**src/design/ccrg_pkg.sv**
```systemverilog
`timescale 1ns / 1ps

package ccrg_pkg;

  localparam int CELL_COUNT_DEF = 18;

  localparam int CFG_IDX_W  = 2;
  localparam int CFG_DATA_W = 32;

  localparam logic [15:0] CKS_INIT = 16'ha5a5;
  localparam logic [15:0] V_NONE   = 16'hfffe;
  localparam logic [15:0] V_OPEN   = 16'hfffd;

  typedef enum logic [CFG_IDX_W-1:0] {
    CFG_MATCH_ID      = 2'd0,
    CFG_HEARTBEAT_CMD = 2'd1,
    CFG_EMC_CMD       = 2'd2,
    CFG_PC_CMD        = 2'd3
  } cfg_idx_e;

  typedef enum logic [2:0] {
    FS_STORED   = 3'd0,
    FS_LEN_OVER = 3'd1,
    FS_OTHER_ID = 3'd2,
    FS_CHK_BAD  = 3'd3,
    FS_NOT_CELL = 3'd4,
    FS_LEN_NOT8 = 3'd5
  } frame_status_e;

  typedef enum logic [1:0] {
    CS_READING   = 2'd0,
    CS_NOT_INST  = 2'd1,
    CS_OPEN_WIRE = 2'd2,
    CS_NOT_RCVD  = 2'd3
  } cell_status_e;

  typedef struct packed {
    logic          load;
    logic          cnt_clr;
    logic          cnt_inc;
    logic          chk_add;
    logic          grp_load;
    logic          cell_emit;
    logic          store_wr;
    logic          stat_emit;
    frame_status_e stat_code;
  } ccrg_cmd_t;

  typedef struct packed {
    logic len_over;
    logic sum_more;
    logic id_ok;
    logic chk_ok;
    logic cmd_ok;
    logic grp_change;
    logic len_eight;
    logic cnt_last;
    logic store_last;
    logic out_free;
  } ccrg_sts_t;

endpackage

```
**src/design/ccrg_if.sv**
```systemverilog
`timescale 1ns / 1ps

interface ccrg_in_if;
  logic        valid;
  logic        ready;
  logic [7:0]  seq_byte;
  logic [31:0] frame_id;
  logic [7:0]  length;
  logic [63:0] payload;
  logic [7:0]  line_check;

  modport source (output valid, seq_byte, frame_id, length, payload, line_check,
                  input ready);
  modport sink (input valid, seq_byte, frame_id, length, payload, line_check,
                output ready);
endinterface

interface ccrg_out_if;
  logic        valid;
  logic        ready;
  logic        kind;
  logic [2:0]  frame_status;
  logic [4:0]  cell_index;
  logic [15:0] cell_value;
  logic [1:0]  cell_status;
  logic        last;

  modport source (output valid, kind, frame_status, cell_index, cell_value, cell_status,
                  last, input ready);
  modport sink (input valid, kind, frame_status, cell_index, cell_value, cell_status,
                last, output ready);
endinterface

```
**src/design/can_cell_reading_gatherer_unit.sv**
```systemverilog
`timescale 1ns / 1ps
// CAN cell reading gatherer.
// in_i carries one decoded CAN frame per word; out_o returns result words.
// Each frame gives zero or CELL_COUNT cell results (kind 1, on a group
// change), then one frame status result with last set.
// cfg_we_i/cfg_idx_i/cfg_data_i write match_id, heartbeat_cmd, emc_cmd and
// pc_cmd; write them only while the block is idle.
// Flow: one frame is worked on at a time. After acceptance the checksum
// adds the payload bytes in turn (no bytes when length is over 8), then
// a check step decides the outcome. A group change streams CELL_COUNT cell
// results at one per cycle while out_o is not stalled, a length-8 frame
// writes three readings, and then the status result is issued.
// The next frame can be taken in the cycle after the status word is issued;
// it may still wait in the output register then.
// Reset clears the configuration, the group number and all received flags;
// the cell store needs no clearing pass. A stalled receiver holds the
// output word and pauses the flush.

module can_cell_reading_gatherer_unit
  import ccrg_pkg::*;
#(
  parameter int CELL_COUNT = CELL_COUNT_DEF
) (
  input  logic                  clk_i,
  input  logic                  rst_ni,
  input  logic                  cfg_we_i,
  input  logic [CFG_IDX_W-1:0]  cfg_idx_i,
  input  logic [CFG_DATA_W-1:0] cfg_data_i,
  ccrg_in_if.sink               in_i,
  ccrg_out_if.source            out_o
);

  ccrg_cmd_t cmd;
  ccrg_sts_t sts;

  ccrg_ctrl u_ctrl (
    .clk_i      (clk_i),
    .rst_ni     (rst_ni),
    .in_valid_i (in_i.valid),
    .in_ready_o (in_i.ready),
    .sts_i      (sts),
    .cmd_o      (cmd)
  );

  ccrg_dp #(
    .CELL_COUNT (CELL_COUNT)
  ) u_dp (
    .clk_i          (clk_i),
    .rst_ni         (rst_ni),
    .cfg_we_i       (cfg_we_i),
    .cfg_idx_i      (cfg_idx_i),
    .cfg_data_i     (cfg_data_i),
    .seq_byte_i     (in_i.seq_byte),
    .frame_id_i     (in_i.frame_id),
    .length_i       (in_i.length),
    .payload_i      (in_i.payload),
    .line_check_i   (in_i.line_check),
    .cmd_i          (cmd),
    .sts_o          (sts),
    .out_valid_o    (out_o.valid),
    .out_ready_i    (out_o.ready),
    .kind_o         (out_o.kind),
    .frame_status_o (out_o.frame_status),
    .cell_index_o   (out_o.cell_index),
    .cell_value_o   (out_o.cell_value),
    .cell_status_o  (out_o.cell_status),
    .last_o         (out_o.last)
  );

endmodule

```
**src/design/ccrg_ctrl.sv**
```systemverilog
`timescale 1ns / 1ps

module ccrg_ctrl
  import ccrg_pkg::*;
(
  input  logic      clk_i,
  input  logic      rst_ni,
  input  logic      in_valid_i,
  output logic      in_ready_o,
  input  ccrg_sts_t sts_i,
  output ccrg_cmd_t cmd_o
);

  localparam logic [2:0] S_IDLE   = 3'd0;
  localparam logic [2:0] S_SUM    = 3'd1;
  localparam logic [2:0] S_CHECK  = 3'd2;
  localparam logic [2:0] S_FLUSH  = 3'd3;
  localparam logic [2:0] S_STORE  = 3'd4;
  localparam logic [2:0] S_REPORT = 3'd5;

  logic [2:0]    state_q, state_d;
  frame_status_e code_q, code_d;

  assign in_ready_o = (state_q == S_IDLE);

  always_comb begin
    state_d         = state_q;
    code_d          = code_q;
    cmd_o           = '0;
    cmd_o.stat_code = code_q;
    case (state_q)
      S_IDLE: begin
        if (in_valid_i) begin
          cmd_o.load    = 1'b1;
          cmd_o.cnt_clr = 1'b1;
          state_d       = S_SUM;
        end
      end
      S_SUM: begin
        if (sts_i.sum_more) begin
          cmd_o.chk_add = 1'b1;
          cmd_o.cnt_inc = 1'b1;
        end else begin
          state_d = S_CHECK;
        end
      end
      S_CHECK: begin
        if (sts_i.len_over) begin
          code_d  = FS_LEN_OVER;
          state_d = S_REPORT;
        end else if (!sts_i.id_ok) begin
          code_d  = FS_OTHER_ID;
          state_d = S_REPORT;
        end else if (!sts_i.chk_ok) begin
          code_d  = FS_CHK_BAD;
          state_d = S_REPORT;
        end else if (!sts_i.cmd_ok) begin
          code_d  = FS_NOT_CELL;
          state_d = S_REPORT;
        end else if (sts_i.grp_change) begin
          cmd_o.grp_load = 1'b1;
          cmd_o.cnt_clr  = 1'b1;
          state_d        = S_FLUSH;
        end else if (sts_i.len_eight) begin
          cmd_o.cnt_clr = 1'b1;
          state_d       = S_STORE;
        end else begin
          code_d  = FS_LEN_NOT8;
          state_d = S_REPORT;
        end
      end
      S_FLUSH: begin
        if (sts_i.out_free) begin
          cmd_o.cell_emit = 1'b1;
          if (sts_i.cnt_last) begin
            if (sts_i.len_eight) begin
              cmd_o.cnt_clr = 1'b1;
              state_d       = S_STORE;
            end else begin
              code_d  = FS_LEN_NOT8;
              state_d = S_REPORT;
            end
          end else begin
            cmd_o.cnt_inc = 1'b1;
          end
        end
      end
      S_STORE: begin
        cmd_o.store_wr = 1'b1;
        if (sts_i.store_last) begin
          code_d  = FS_STORED;
          state_d = S_REPORT;
        end else begin
          cmd_o.cnt_inc = 1'b1;
        end
      end
      S_REPORT: begin
        if (sts_i.out_free) begin
          cmd_o.stat_emit = 1'b1;
          state_d         = S_IDLE;
        end
      end
      default: begin
        state_d = S_IDLE;
      end
    endcase
  end

  always_ff @(posedge clk_i or negedge rst_ni) begin
    if (!rst_ni) begin
      state_q <= S_IDLE;
      code_q  <= FS_STORED;
    end else begin
      state_q <= state_d;
      code_q  <= code_d;
    end
  end

endmodule

```
**src/design/ccrg_dp.sv**
```systemverilog
`timescale 1ns / 1ps

module ccrg_dp
  import ccrg_pkg::*;
#(
  parameter int CELL_COUNT = CELL_COUNT_DEF
) (
  input  logic                  clk_i,
  input  logic                  rst_ni,
  input  logic                  cfg_we_i,
  input  logic [CFG_IDX_W-1:0]  cfg_idx_i,
  input  logic [CFG_DATA_W-1:0] cfg_data_i,
  input  logic [7:0]            seq_byte_i,
  input  logic [31:0]           frame_id_i,
  input  logic [7:0]            length_i,
  input  logic [63:0]           payload_i,
  input  logic [7:0]            line_check_i,
  input  ccrg_cmd_t             cmd_i,
  output ccrg_sts_t             sts_o,
  output logic                  out_valid_o,
  input  logic                  out_ready_i,
  output logic                  kind_o,
  output logic [2:0]            frame_status_o,
  output logic [4:0]            cell_index_o,
  output logic [15:0]           cell_value_o,
  output logic [1:0]            cell_status_o,
  output logic                  last_o
);

  localparam int IW = $clog2(CELL_COUNT);

  logic [31:0] match_id_q;
  logic [7:0]  hb_cmd_q, emc_cmd_q, pc_cmd_q;

  logic [31:0] id_q;
  logic [7:0]  len_q;
  logic [63:0] pay_q;
  logic [7:0]  lchk_q;
  logic [15:0] chk_q, chk_d;
  logic [3:0]  grp_q;
  logic [IW-1:0] cnt_q, cnt_d;

  logic [15:0] cell_mem [CELL_COUNT];
  logic [15:0] rdata_q;
  logic [CELL_COUNT-1:0] rcv_q;

  logic          out_vld_q;
  logic          kind_q, last_q;
  frame_status_e fs_q;
  logic [4:0]    idx_q;
  logic [15:0]   val_q;
  cell_status_e  cst_q;

  logic [7:0]    sum_byte;
  logic [16:0]   fold1, fold2;
  logic [7:0]    b0, b1;
  logic [IW-1:0] pos;
  logic          pos_ok;
  logic [15:0]   st_word;
  logic          rcv_cur;
  cell_status_e  cell_st;
  logic [15:0]   cell_val;

  always_ff @(posedge clk_i or negedge rst_ni) begin
    if (!rst_ni) begin
      match_id_q <= '0;
      hb_cmd_q   <= '0;
      emc_cmd_q  <= '0;
      pc_cmd_q   <= '0;
    end else if (cfg_we_i) begin
      case (cfg_idx_e'(cfg_idx_i))
        CFG_MATCH_ID:      match_id_q <= cfg_data_i[31:0];
        CFG_HEARTBEAT_CMD: hb_cmd_q   <= cfg_data_i[7:0];
        CFG_EMC_CMD:       emc_cmd_q  <= cfg_data_i[7:0];
        CFG_PC_CMD:        pc_cmd_q   <= cfg_data_i[7:0];
        default: ;
      endcase
    end
  end

  assign b0       = pay_q[7:0];
  assign b1       = pay_q[15:8];
  assign sum_byte = pay_q[{cnt_q[2:0], 3'b000} +: 8];

  always_comb begin
    chk_d = chk_q;
    if (cmd_i.load) begin
      chk_d = CKS_INIT + 16'(seq_byte_i) + 16'(length_i)
            + 16'(frame_id_i[7:0]) + 16'(frame_id_i[15:8])
            + 16'(frame_id_i[23:16]) + 16'(frame_id_i[31:24]);
    end else if (cmd_i.chk_add) begin
      chk_d = chk_q + 16'(sum_byte);
    end
  end

  // fold; the running sum stays below 2^16, so the 16-bit folds add nothing
  assign fold1 = {1'b0, chk_q} + 17'(chk_q[15:8]);
  assign fold2 = fold1 + 17'(fold1[16:8]);

  always_comb begin
    cnt_d = cnt_q;
    if (cmd_i.cnt_clr) begin
      cnt_d = '0;
    end else if (cmd_i.cnt_inc) begin
      cnt_d = cnt_q + IW'(1);
    end
  end

  always_ff @(posedge clk_i) begin
    if (cmd_i.load) begin
      id_q   <= frame_id_i;
      len_q  <= length_i;
      pay_q  <= payload_i;
      lchk_q <= line_check_i;
    end
    chk_q <= chk_d;
  end

  always_ff @(posedge clk_i or negedge rst_ni) begin
    if (!rst_ni) begin
      cnt_q <= '0;
      grp_q <= '0;
    end else begin
      cnt_q <= cnt_d;
      if (cmd_i.grp_load) begin
        grp_q <= b1[3:0];
      end
    end
  end

  assign pos    = IW'(b1[7:4]) + IW'(cnt_q[1:0]);
  assign pos_ok = {1'b0, pos} < (IW+1)'(CELL_COUNT);

  always_comb begin
    case (cnt_q[1:0])
      2'd0:    st_word = pay_q[31:16];
      2'd1:    st_word = pay_q[47:32];
      default: st_word = pay_q[63:48];
    endcase
  end

  always_ff @(posedge clk_i) begin
    if (cmd_i.store_wr && pos_ok) begin
      cell_mem[pos] <= st_word;
    end
    rdata_q <= cell_mem[cnt_d];
  end

  assign rcv_cur = rcv_q[cnt_q];

  always_comb begin
    cell_val = rdata_q;
    if (!rcv_cur) begin
      cell_st  = CS_NOT_RCVD;
      cell_val = '0;
    end else if (rdata_q == V_NONE) begin
      cell_st = CS_NOT_INST;
    end else if (rdata_q == V_OPEN) begin
      cell_st = CS_OPEN_WIRE;
    end else begin
      cell_st = CS_READING;
    end
  end

  always_ff @(posedge clk_i or negedge rst_ni) begin
    if (!rst_ni) begin
      rcv_q <= '0;
    end else if (cmd_i.cell_emit && rcv_cur && cell_st == CS_READING) begin
      rcv_q[cnt_q] <= 1'b0;
    end else if (cmd_i.store_wr && pos_ok) begin
      rcv_q[pos] <= 1'b1;
    end
  end

  always_ff @(posedge clk_i or negedge rst_ni) begin
    if (!rst_ni) begin
      out_vld_q <= 1'b0;
    end else if (cmd_i.cell_emit || cmd_i.stat_emit) begin
      out_vld_q <= 1'b1;
    end else if (out_ready_i) begin
      out_vld_q <= 1'b0;
    end
  end

  always_ff @(posedge clk_i) begin
    if (cmd_i.cell_emit) begin
      kind_q <= 1'b1;
      fs_q   <= FS_STORED;
      idx_q  <= 5'(cnt_q);
      val_q  <= cell_val;
      cst_q  <= cell_st;
      last_q <= 1'b0;
    end else if (cmd_i.stat_emit) begin
      kind_q <= 1'b0;
      fs_q   <= cmd_i.stat_code;
      idx_q  <= '0;
      val_q  <= '0;
      cst_q  <= CS_READING;
      last_q <= 1'b1;
    end
  end

  assign sts_o.len_over   = len_q > 8'd8;
  assign sts_o.sum_more   = !sts_o.len_over && (8'(cnt_q) < len_q);
  assign sts_o.id_ok      = id_q == match_id_q;
  assign sts_o.chk_ok     = fold2[7:0] == lchk_q;
  assign sts_o.cmd_ok     = (b0 == hb_cmd_q) || (b0 == emc_cmd_q) || (b0 == pc_cmd_q);
  assign sts_o.grp_change = b1[3:0] != grp_q;
  assign sts_o.len_eight  = len_q == 8'd8;
  assign sts_o.cnt_last   = cnt_q == IW'(CELL_COUNT - 1);
  assign sts_o.store_last = cnt_q == IW'(2);
  assign sts_o.out_free   = !out_vld_q || out_ready_i;

  assign out_valid_o    = out_vld_q;
  assign kind_o         = kind_q;
  assign frame_status_o = fs_q;
  assign cell_index_o   = idx_q;
  assign cell_value_o   = val_q;
  assign cell_status_o  = cst_q;
  assign last_o         = last_q;

endmodule

```
**src/flat_wrapper.sv**
```systemverilog
// flat-port wrapper written by rule: the top's interface ports become plain ports
module can_cell_reading_gatherer_unit_flat import ccrg_pkg::*;
#(
  parameter int CELL_COUNT = CELL_COUNT_DEF
)
  (clk_i, rst_ni, cfg_we_i, cfg_idx_i, cfg_data_i, in_i_valid, in_i_seq_byte, in_i_frame_id, in_i_length, in_i_payload, in_i_line_check, in_i_ready, out_o_valid, out_o_kind, out_o_frame_status, out_o_cell_index, out_o_cell_value, out_o_cell_status, out_o_last, out_o_ready);
  ccrg_in_if in_i_i ();
  ccrg_out_if out_o_i ();
  input  logic clk_i;
  input  logic rst_ni;
  input  logic cfg_we_i;
  input  logic [CFG_IDX_W-1:0] cfg_idx_i;
  input  logic [CFG_DATA_W-1:0] cfg_data_i;
  input wire logic [$bits(in_i_i.valid)-1:0] in_i_valid;
  input wire logic [$bits(in_i_i.seq_byte)-1:0] in_i_seq_byte;
  input wire logic [$bits(in_i_i.frame_id)-1:0] in_i_frame_id;
  input wire logic [$bits(in_i_i.length)-1:0] in_i_length;
  input wire logic [$bits(in_i_i.payload)-1:0] in_i_payload;
  input wire logic [$bits(in_i_i.line_check)-1:0] in_i_line_check;
  output wire logic [$bits(in_i_i.ready)-1:0] in_i_ready;
  output wire logic [$bits(out_o_i.valid)-1:0] out_o_valid;
  output wire logic [$bits(out_o_i.kind)-1:0] out_o_kind;
  output wire logic [$bits(out_o_i.frame_status)-1:0] out_o_frame_status;
  output wire logic [$bits(out_o_i.cell_index)-1:0] out_o_cell_index;
  output wire logic [$bits(out_o_i.cell_value)-1:0] out_o_cell_value;
  output wire logic [$bits(out_o_i.cell_status)-1:0] out_o_cell_status;
  output wire logic [$bits(out_o_i.last)-1:0] out_o_last;
  input wire logic [$bits(out_o_i.ready)-1:0] out_o_ready;
  assign in_i_i.valid = in_i_valid;
  assign in_i_i.seq_byte = in_i_seq_byte;
  assign in_i_i.frame_id = in_i_frame_id;
  assign in_i_i.length = in_i_length;
  assign in_i_i.payload = in_i_payload;
  assign in_i_i.line_check = in_i_line_check;
  assign in_i_ready = in_i_i.ready;
  assign out_o_valid = out_o_i.valid;
  assign out_o_kind = out_o_i.kind;
  assign out_o_frame_status = out_o_i.frame_status;
  assign out_o_cell_index = out_o_i.cell_index;
  assign out_o_cell_value = out_o_i.cell_value;
  assign out_o_cell_status = out_o_i.cell_status;
  assign out_o_last = out_o_i.last;
  assign out_o_i.ready = out_o_ready;
  can_cell_reading_gatherer_unit #(.CELL_COUNT(CELL_COUNT)) u_core (.clk_i(clk_i), .rst_ni(rst_ni), .cfg_we_i(cfg_we_i), .cfg_idx_i(cfg_idx_i), .cfg_data_i(cfg_data_i), .in_i(in_i_i), .out_o(out_o_i));
endmodule
```
**config.mk**
```make
export PLATFORM = sky130hd
export DESIGN_NAME = can_cell_reading_gatherer_unit_flat
export DESIGN_NICKNAME = d
export VERILOG_FILES = /design/src/design/ccrg_pkg.sv /design/src/design/ccrg_if.sv /design/src/design/can_cell_reading_gatherer_unit.sv /design/src/design/ccrg_ctrl.sv /design/src/design/ccrg_dp.sv /design/src/flat_wrapper.sv
export SDC_FILE = /design/constraint.sdc
export NUM_CORES = 1
export LEC_CHECK = 0
export BUFFER_PORTS_ARGS = -buffer_cell sky130_fd_sc_hd__buf_2
export CAP_MARGIN = 20
export CORE_MARGIN = 2
export CORE_UTILIZATION = 25
export CTS_CLUSTER_DIAMETER = 120
export CTS_CLUSTER_SIZE = 14
export DETAILED_ROUTE_END_ITERATION = 16
export SLEW_MARGIN = 10
export SYNTH_ARGS = -nofsm -noshare
export SYNTH_HDL_FRONTEND = slang
export SYNTH_SLANG_ARGS = --single-unit
```
**constraint.sdc**
```tcl
create_clock -name clk_i -period 10.4 [get_ports clk_i]
set_input_delay 1.56 -clock clk_i [delete_from_list [all_inputs] [get_ports clk_i]]
set_output_delay 1.56 -clock clk_i [all_outputs]
set_load 0.03 [all_outputs]
```
; Word level (Yosys, flattened, before mapping)
; Memory sizes are Yosys's and may differ from the RTL's. A register that Yosys moved wholly into a read port is not among the register bits.
; Index checks and enable logic that the tools add are counted.
[word_totals]
regBits = 246
ram_bits = 288
in_bits = 159
output_inout_bits = 30
word_cells = 174
memories = 1
[mem_list]
columns = name, words, word_bits, read_ports, rd_clocked_by_memory_dff, write_ports, line_no
row1 = u_core.u_dp.cell_mem, 18, 16, 1, 1, 1, ccrg_dp.sv:43  ; logic [15:0] cell_mem [CELL_COUNT];
[classes]
add_sub_neg = 11
magnitude_cmp = 7
eq_ne = 27
n_shift = 1
muxes = 76
bitwise = 3
reduce_logical = 27
[op_table]
columns = cell, n
row1 = $add A16 B8 Y16, 7
row2 = $mux W16, 5
row3 = $shiftx A64 B7 Y8, 1
row4 = $mux W3, 20
row5 = $mux W18, 2
row6 = $eq A16 B16 Y1 const B, 2
row7 = $eq A32 B32 Y1, 1
row8 = $eq A8 B8 Y1, 4
row9 = $pmux W16 S2, 1
row10 = $mux W1, 29
row11 = $mux W5, 4
row12 = $and A18 B18 Y18, 1
row13 = $not A18 Y18, 1
row14 = $or A18 B18 Y18, 1
row15 = $pmux W3 S6, 1
row16 = $add A16 B8 Y16 const A, 1
row17 = $mux W2, 8
row18 = $lt A5 B6 Y1 const B, 2
row19 = $demux W1 S5, 2
row20 = $ge A5 B1 Y1 const B, 2
row21 = $pmux W3 S3, 1
row22 = $add A8 B8 Y8, 1
row23 = $eq A8 B4 Y1 const B, 1
row24 = $gt A8 B4 Y1 const B, 1
row25 = other kinds (27), 53

; Depth between registers and ports, before layout
; Gate-level depths: netlist of the first run.
[depth]
ltp_word = 9
mapped_depth = 27
ltp_nobuf = 25

; Cells and area by module
; A second synthesis of the first run with hierarchy kept.
[hier_totals]
cells_unflattened = 1619
area_unflattened_um2 = 24890.1
[by_module_without_submodules]
columns = module, n_inst, cells_per_inst, area_per_inst_um2, seq_area_each_um2
row1 = ccrg_dp, 1, 1554, 24365.9, 15705.1
row2 = ccrg_ctrl, 1, 65, 524.3, 150.1

; Least setup slack after synthesis of the first run
; OpenSTA, ideal clock, no wires.
[synth_timing]
path_type = in2reg
startpoint = in in_i_valid
endpoint = reg u_core.u_dp.chk_q[9] (data pin)
setup_ps = 426
arrival_time_ps = 5483
t_required_ps = 9974
slack_ps = 4491
path_stages = 4
cell_sequence = nand2_1 inv_1 clkbuf_1 o21ai_0
[synth_rtl]
columns = item, line_no
row1 = start: declaration, flat_wrapper.sv:14  ; input wire logic [$bits(in_i_i.valid)-1:0] in_i_valid;
row2 = end signal: assignment, ccrg_dp.sv:116  ; chk_q <= chk_d;
row3 = end: declaration, ccrg_dp.sv:39  ; logic [15:0] chk_q, chk_d;

; Worst setup path after layout of the first run
[layout_timing]
startpoint = reg u_core.u_dp.chk_q[8]
endpoint = reg u_core.u_dp.rdata_q[7] (read register of u_core.u_dp.cell_mem)
[layout_between]
elab_chain_cells = 8
[layout_rtl]
columns = item, line_no
row1 = $add A16 B8 Y16, ccrg_dp.sv:97  ; assign fold1 = {1'b0, chk_q} + 17'(chk_q[15:8]);
row2 = $add A8 B8 Y8, ccrg_dp.sv:98  ; assign fold2 = fold1 + 17'(fold1[16:8]);
row3 = $eq A8 B8 Y1, ccrg_dp.sv:206  ; assign sts_o.chk_ok = fold2[7:0] == lchk_q;
row4 = $mux W1, ccrg_ctrl.sv:54  ; end else if (!sts_i.chk_ok) begin
row5 = $mux W1, ccrg_ctrl.sv:51  ; end else if (!sts_i.id_ok) begin
row6 = $mux W1, ccrg_ctrl.sv:48  ; if (sts_i.len_over) begin
row7 = $pmux W1 S3, ccrg_ctrl.sv:31  ; case (state_q)
row8 = $mux W5, ccrg_dp.sv:102  ; if (cmd_i.cnt_clr) begin
row9 = end: declaration, ccrg_dp.sv:44  ; logic [15:0] rdata_q;
; No other way between the ends.
; A chain may end at the register's enable or synchronous reset.

==> results of run 1 <==
## cells by family after synthesis
kind of cell,after synthesis,synth area share
multiplexers,127,0.06532
adder cells (fa/ha/maj),88,0.05481
AO/OA/AOI/OAI,321,0.08991
buffers and inverters,146,0.02404
flip-flops,550,0.6372
AND/OR/NAND/NOR,476,0.09046
XOR/XNOR,107,0.03827
## critical path: stages, from the launching register on
cell and delay, ns:
edfxtp_1 0.62, ha_1 0.30, inv_1 0.08, fa_1 0.45
nor2b_1 0.12, o21ai_0 0.11, a21boi_0 0.25, o21ai_0 0.11
nand2b_1 0.11, a21oi_1 0.07, o21bai_1 0.20, xor2_1 0.10
ha_1 0.23, fa_1 0.41, a21o_1 0.19, a311o_1 0.34
a21oi_1 0.18, xnor2_1 0.15, o211ai_1 0.33, nor3_2 0.26
buf_4 0.23, a211o_1 0.73, nor2b_1 0.73, a32oi_1 0.15
o311a_1 0.18
## final timing paths
check,start,endpoint,slack (ns),depth (start not counted)
hold reg to reg,u_core.u_dp.kind_o,u_core.u_dp.kind_o,0.45,2
min in group asynchronous,rst_ni,u_core.u_dp.match_id_q[4],0.88,1
setup / recovery,u_core.u_dp.chk_q[8],u_core.u_dp.rdata_q[7],3.64,24
setup reg to reg,u_core.u_dp.chk_q[8],u_core.u_dp.rdata_q[7],3.64,24
hold / removal,u_core.u_dp.kind_o,u_core.u_dp.kind_o,0.45,2
max in group asynchronous,rst_ni,u_core.u_dp.rcv_q[1],8.27,2
## metal layers
metal,track usage,part of all wire
met5,0,0
met4,0.03050,0.017
met1,0.1903,0.46
met3,0.02299,0.063
met2,0.2151,0.46
## state kept, by name (all words and copies together), names as in the netlist
name,flops
u_core.u_dp.last_o,1
u_core.u_dp.rcv_q,18
u_core.u_dp.lchk_q,8
u_core.u_dp.kind_o,1
u_core.u_dp.pay_q,64
u_core.u_dp.hb_cmd_q,8
u_core.u_dp.match_id_q,32
u_core.u_dp.grp_q,4
u_core.u_dp.chk_q,16
u_core.u_dp.len_q,8
u_core.u_dp.cell_status_o,2
u_core.u_dp.cell_index_o,5
u_core.u_dp.out_valid_o,1
u_core.u_dp.cell_value_o,16
u_core.u_ctrl.state_q,3
u_core.u_dp.rdata_q,16
u_core.u_dp.frame_status_o,3
u_core.u_ctrl.code_q,3
u_core.u_dp.cell_mem,288
u_core.u_dp.id_q,32
u_core.u_dp.pc_cmd_q,8
u_core.u_dp.cnt_q,5
u_core.u_dp.emc_cmd_q,8
## stage by stage
stage | hold slack [ns] | instances | utilization | worst slack (ns)
3_5_place_dp | 0.4350 | 3251 | 0.2783 | 3.738
4_1_cts | 0.4467 | 3334 | 0.2920 | 3.719
3_3_place_gp | 0.4313 | 3251 | 0.2783 | 3.830
2_1_floorplan | 0.4443 | 1815 | - | 4.491
5_1_grt | 0.4876 | 3337 | 0.2922 | 3.155
6_report | 0.4462 | 3338 | 0.2922 | 3.639
## Yosys cell counts, types with 15 or more instances
master / instances
a211oi_1: 19
a21oi_1: 62
a22oi_1: 16
and2_1: 26
and3_1: 39
clkbuf_1: 50
dfrtp_1: 90
dfxtp_1: 21
edfxtp_1: 439
fa_1: 35
ha_1: 53
inv_1: 67
mux2_2: 83
mux2i_1: 24
mux4_2: 20
nand2_1: 181
nand3_1: 29
nor2_1: 101
nor3_1: 27
nor4_1: 15
o211ai_1: 20
o21ai_0: 71
o311a_1: 18
xnor2_1: 37
xor2_1: 69
## cell type report
class	count	area (um^2)	area share
Antenna cell	3	7.507	0.0002606
Tap cell	1287	1610	0.05591
Sequential cell	550	15860	0.5505
Inverter	69	261.5	0.009079
Clock inverter	4	71.32	0.002476
Multi-Input combinational cell	1119	8478	0.2944
Timing Repair Buffer	227	1244	0.04318
Clock buffer	79	1275	0.04427
## power groups by stage
stage	Clock [mW]	Combinational (mW)	Sequential, mW
finish	1.64	3.66	3.23
global route	1.77	4.03	3.25
CTS	1.68	3.66	3.23
detailed placement	0	3.64	3.27
global placement	0	3.62	3.27
floorplan	0	2.50	3.22
==> summary.txt, run 1 <==
Layout
  • Layout cells sized above 1: 0.2026
  • Non-Filler Cell Area, Final: 28800 um^2
  • Nets: 2260
  • Fill count: 9908
  • Area Overhead vs Synth: 15.75%
  • Most frequent cells in the layout: edfxtp_1 (439), buf_2 (187), nand2_1 (181), nor2_1 (98), dfrtp_1 (90)
  • Most common cell after layout, fill and taps aside: edfxtp_1

Synthesis
  • Largest cells by area after synthesis: edfxtp_1 (53%), dfrtp_1 (9.1%), mux2_2 (3.8%)
  • Yosys top cell area share: 0.5298
  • Cell variety after synth: 75
  • Cell taking the most area after synthesis: edfxtp_1
  • Number of synthesized flops with an enable pin: 439
  • Yosys reg bits: 550
  • Synth warn: 0
  • Async set-reset flop share out of synthesis: 0.1636
  • Syn Inst Count: 1815
  • Seq/Total Area, Yosys: 0.6372
  • Mapped cell area: 24880 um^2
  • Mean Syn Cell Area: 13.71 um^2
  • Ys flop type: edfxtp_1
  • Post-Syn Nets: 2062

Floorplan
  • Initial core utilization: 0.2525
  • Core Box Area: 98560 um^2
  • Width of the chip: 319.5 um
  • Site Rows: 115
  • Die height: 319.5 um
  • Top-Level Pins: 189
  • Die area: 102100 um^2

Routing
  • Number of remaining DRC errors: 0
  • Via density: 4.675
  • WL per Instance: 20.79 um
  • Drt pass-1 iters: 5
  • DR vias: 15606
  • Final antenna-violating net count: 0
  • Iter 0 DRT Violations: 1397
  • Routed wire length: 69400 um

Worst setup path
  • CP Max Fanout: 17
  • Worst Setup End Kind: register
  • Critical path class: register to register
  • Crit path DAT: 7.25 ns
  • Startpoint Class: register
  • Critical Path RT: 10.89 ns

Power
  • Power Density: 296.2 nW/um^2
  • Switching Share: 0.3995
  • Pint: 5.124 mW
  • Switching power: 3.408 mW
  • Comb pwr share: 0.429
  • Leak: 10.51 nW
  • Seq pwr share: 0.378
  • Tot Pwr: 8.532 mW
  • Maximum vdd drop: 0.0001704 V
  • Clk pwr share: 0.193

STA
  • Layout Skew: 0.03285 ns
  • Setup violators final: 0
  • Final Max Tran Viols: 0
  • Setup TNS: 0 ns
  • RSZ-0062 raised after global routing: no
  • Min Clock Period, post-route: 6.761 ns
  • Least-Margin Pin Slew: 1.045 ns
  • Final worst path period share: 0.6501
  • Final hold violations: 0
  • Fmax: 0.1479 GHz
  • Slew HR: 0.2973

CTS
  • Post CTS Setup Buffer Count: 0
  • # hold bufs at CTS: 0
  • CTS buffer count: 46
  • H-tree levels: 2
  • CTS root buffer: clkbuf_16
  • Clock slew at reported path FFs: 0.07 ns
  • Clock sink total: 550
  • Latest clock arrival within the worst-skew pair: 0.60 ns
  • Clock Path Buffers: 3
  • CTS tree: done
  • Post-CTS Resized: 0

GRT
  • Initial antenna violation count: 5
  • Number of global-route vias before repair: 15694
  • Gr usage total: 0.1345
  • First-pass GRT wire length: 103600 um
  • Largest net degree at the start of global routing: 74
  • Gr ovfl total: 0

Run status
  • Status: complete, no violations

Placement
  • Area post-placement: 27430 um^2
  • Detailed-placement wirelength estimate: 47920 um
  • Final RePlAce weighted congestion: 0.8360
  • Port Buf Inserts: 188

Flow run
  • Max cap viols: 0

Hold path
  • Worst Hold Class: register to register
Note: power is estimated with default switching activity, not from simulation.
==> run 2, diff against run 1 <==
==> constraint.sdc (replaced) <==
create_clock -name clk_i -period 6.9 [get_ports clk_i]
set_input_delay 1.035 -clock clk_i [delete_from_list [all_inputs] [get_ports clk_i]]
set_output_delay 1.035 -clock clk_i [all_outputs]
set_load 0.03 [all_outputs]
==> summary.txt, run 2 (same netlist as run 1, synthesis figures left out) <==
Worst setup path
  • Critical path endpoint: u_core.u_dp.rdata_q[0]
  • R2R cell count: 24
  • Critical path class: register to register
  • FF-to-FF setup slack: 0.77 ns
  • Startpoint Class: register
  • Worst Setup End Kind: register
  • R2R Path Start: u_core.u_dp.chk_q[0]
  • Critical Path RT: 7.37 ns
  • Crit path DAT: 6.60 ns
  • Worst Setup SP: u_core.u_dp.chk_q[0]
  • CP Max Fanout: 33
  • End of the worst register-to-register path: u_core.u_dp.rdata_q[0]

CTS
  • Post-CTS Resized: 0
  • # hold bufs at CTS: 0
  • Latest clock arrival within the worst-skew pair: 0.60 ns
  • CTS buffer count: 46
  • Clock sink total: 550
  • CTS tree: done
  • H-tree levels: 2
  • Clock Path Buffers: 3
  • Post CTS Setup Buffer Count: 0
  • Clock slew at reported path FFs: 0.07 ns
  • CTS root buffer: clkbuf_16

Floorplan
  • Site Rows: 115
  • Core Box Area: 98560 um^2
  • Die area: 102100 um^2
  • Initial core utilization: 0.2525
  • Width of the chip: 319.5 um
  • Top-Level Pins: 189
  • Die height: 319.5 um

Placement
  • Port Buf Inserts: 188
  • Detailed-placement wirelength estimate: 49000 um
  • Placed insts: 3262
  • Area post-placement: 27530 um^2
  • Place WS: 0.8332 ns
  • Final RePlAce weighted congestion: 0.8390

GRT
  • Number of global-route vias before repair: 15782
  • Largest net degree at the start of global routing: 70
  • First-pass GRT wire length: 104800 um
  • Initial antenna violation count: 3
  • Gr usage total: 0.1359
  • Gr ovfl total: 0

Routing
  • WL per Instance: 20.79 um
  • Iter 0 DRT Violations: 1406
  • Final antenna-violating net count: 0
  • Number of remaining DRC errors: 0
  • Drt pass-1 iters: 6
  • DR vias: 15723
  • Routed wire length: 69680 um
  • Via density: 4.691

STA
  • Fmax: 0.1630 GHz
  • Layout Skew: 0.04228 ns
  • Fin worst setup slack: 0.7666 ns
  • RSZ-0062 raised after global routing: no
  • Final hold violations: 0
  • Final Max Tran Viols: 0
  • Setup TNS: 0 ns
  • Slew HR: 0.2876
  • Min Clock Period, post-route: 6.133 ns
  • Final worst path period share: 0.8889
  • Least-Margin Pin Slew: 1.067 ns
  • Fin Hold WS: 0.3197 ns
  • Setup violators final: 0

Layout
  • Most common cell after layout, fill and taps aside: edfxtp_1
  • Max reg flops: 288
  • Fill count: 9875
  • Non-Filler Cell Area, Final: 28940 um^2
  • Largest registers: u_core.u_dp.cell_mem: 288 flops, u_core.u_dp.pay_q: 64 flops
  • Final Non-Filler Cells: 3352
  • Nets: 2271
  • Layout cells sized above 1: 0.2068
  • Most flops, register: u_core.u_dp.cell_mem
  • Most frequent cells in the layout: edfxtp_1 (439), buf_2 (187), nand2_1 (181), nor2_1 (98), dfrtp_1 (90)
  • Area Overhead vs Synth: 16.30%
  • Fin util: 0.2936

Run status
  • Status: complete, no violations

Flow run
  • Max cap viols: 0

Hold path
  • Worst Hold Class: input pin to asynchronous set/reset pin

Power
  • Maximum vdd drop: 0.0002291 V
  • Power Density: 447.3 nW/um^2
  • Tot Pwr: 12.94 mW
  • Leak: 10.58 nW
[run 2: cell type report]
cell class	count	area [um^2]	area share
multi-input combinational	1119	8478	0.2930
clock buffer	81	1304	0.04505
inverter	69	261.5	0.009036
clock inverter	3	62.56	0.002162
sequential	550	15860	0.5479
antenna	5	12.51	0.0004324
tap	1287	1610	0.05564
timing repair buffer	238	1355	0.04682
[run 2: how the worst min path moves through the flow]
stage | to | slack, ns
2_1_floorplan | u_core.u_dp.rcv_q[6] | 0.44
3_3_place_gp | u_core.u_dp.kind_o | 0.43
3_5_place_dp | u_core.u_dp.kind_o | 0.44
4_1_cts | u_core.u_dp.match_id_q[4] | 0.29
5_1_grt | u_core.u_dp.match_id_q[6] | 0.31
6_report | u_core.u_dp.match_id_q[4] | 0.32
[run 2: power by group]
group	switching, mW	leakage (nW)	internal [mW]
registers	0.343	5.23	4.50
clock network	1.22	0.645	1.29
logic	3.58	4.71	2.01
total	5.14	10.6	7.80
[run 2: worst max-delay path, cell delays in order, from the launching register on]
cell	delay [ns]
edfxtp_1	0.36
ha_1	0.21
inv_1	0.08
fa_1	0.46
nor2b_1	0.12
o21ai_0	0.11
a21boi_0	0.26
o21ai_0	0.12
nand2b_1	0.12
a21oi_1	0.08
o21bai_1	0.20
nand2_1	0.12
nor2_1	0.13
xor2_1	0.16
ha_1	0.29
a21o_1	0.21
a311o_1	0.34
a21oi_1	0.18
xnor2_1	0.15
o211ai_1	0.36
or4_4	0.77
nand2_8	0.29
mux2_2	0.37
o21ai_0	0.33
a311oi_2	0.15
[run 2: routing by layer]
metal  part of all wire  track usage  wire, um
met1               0.46       0.1942     31940
met2               0.46       0.2138     31910
met3              0.060      0.02007      4151
met4              0.024      0.03836      1690
met5                  0            0         0
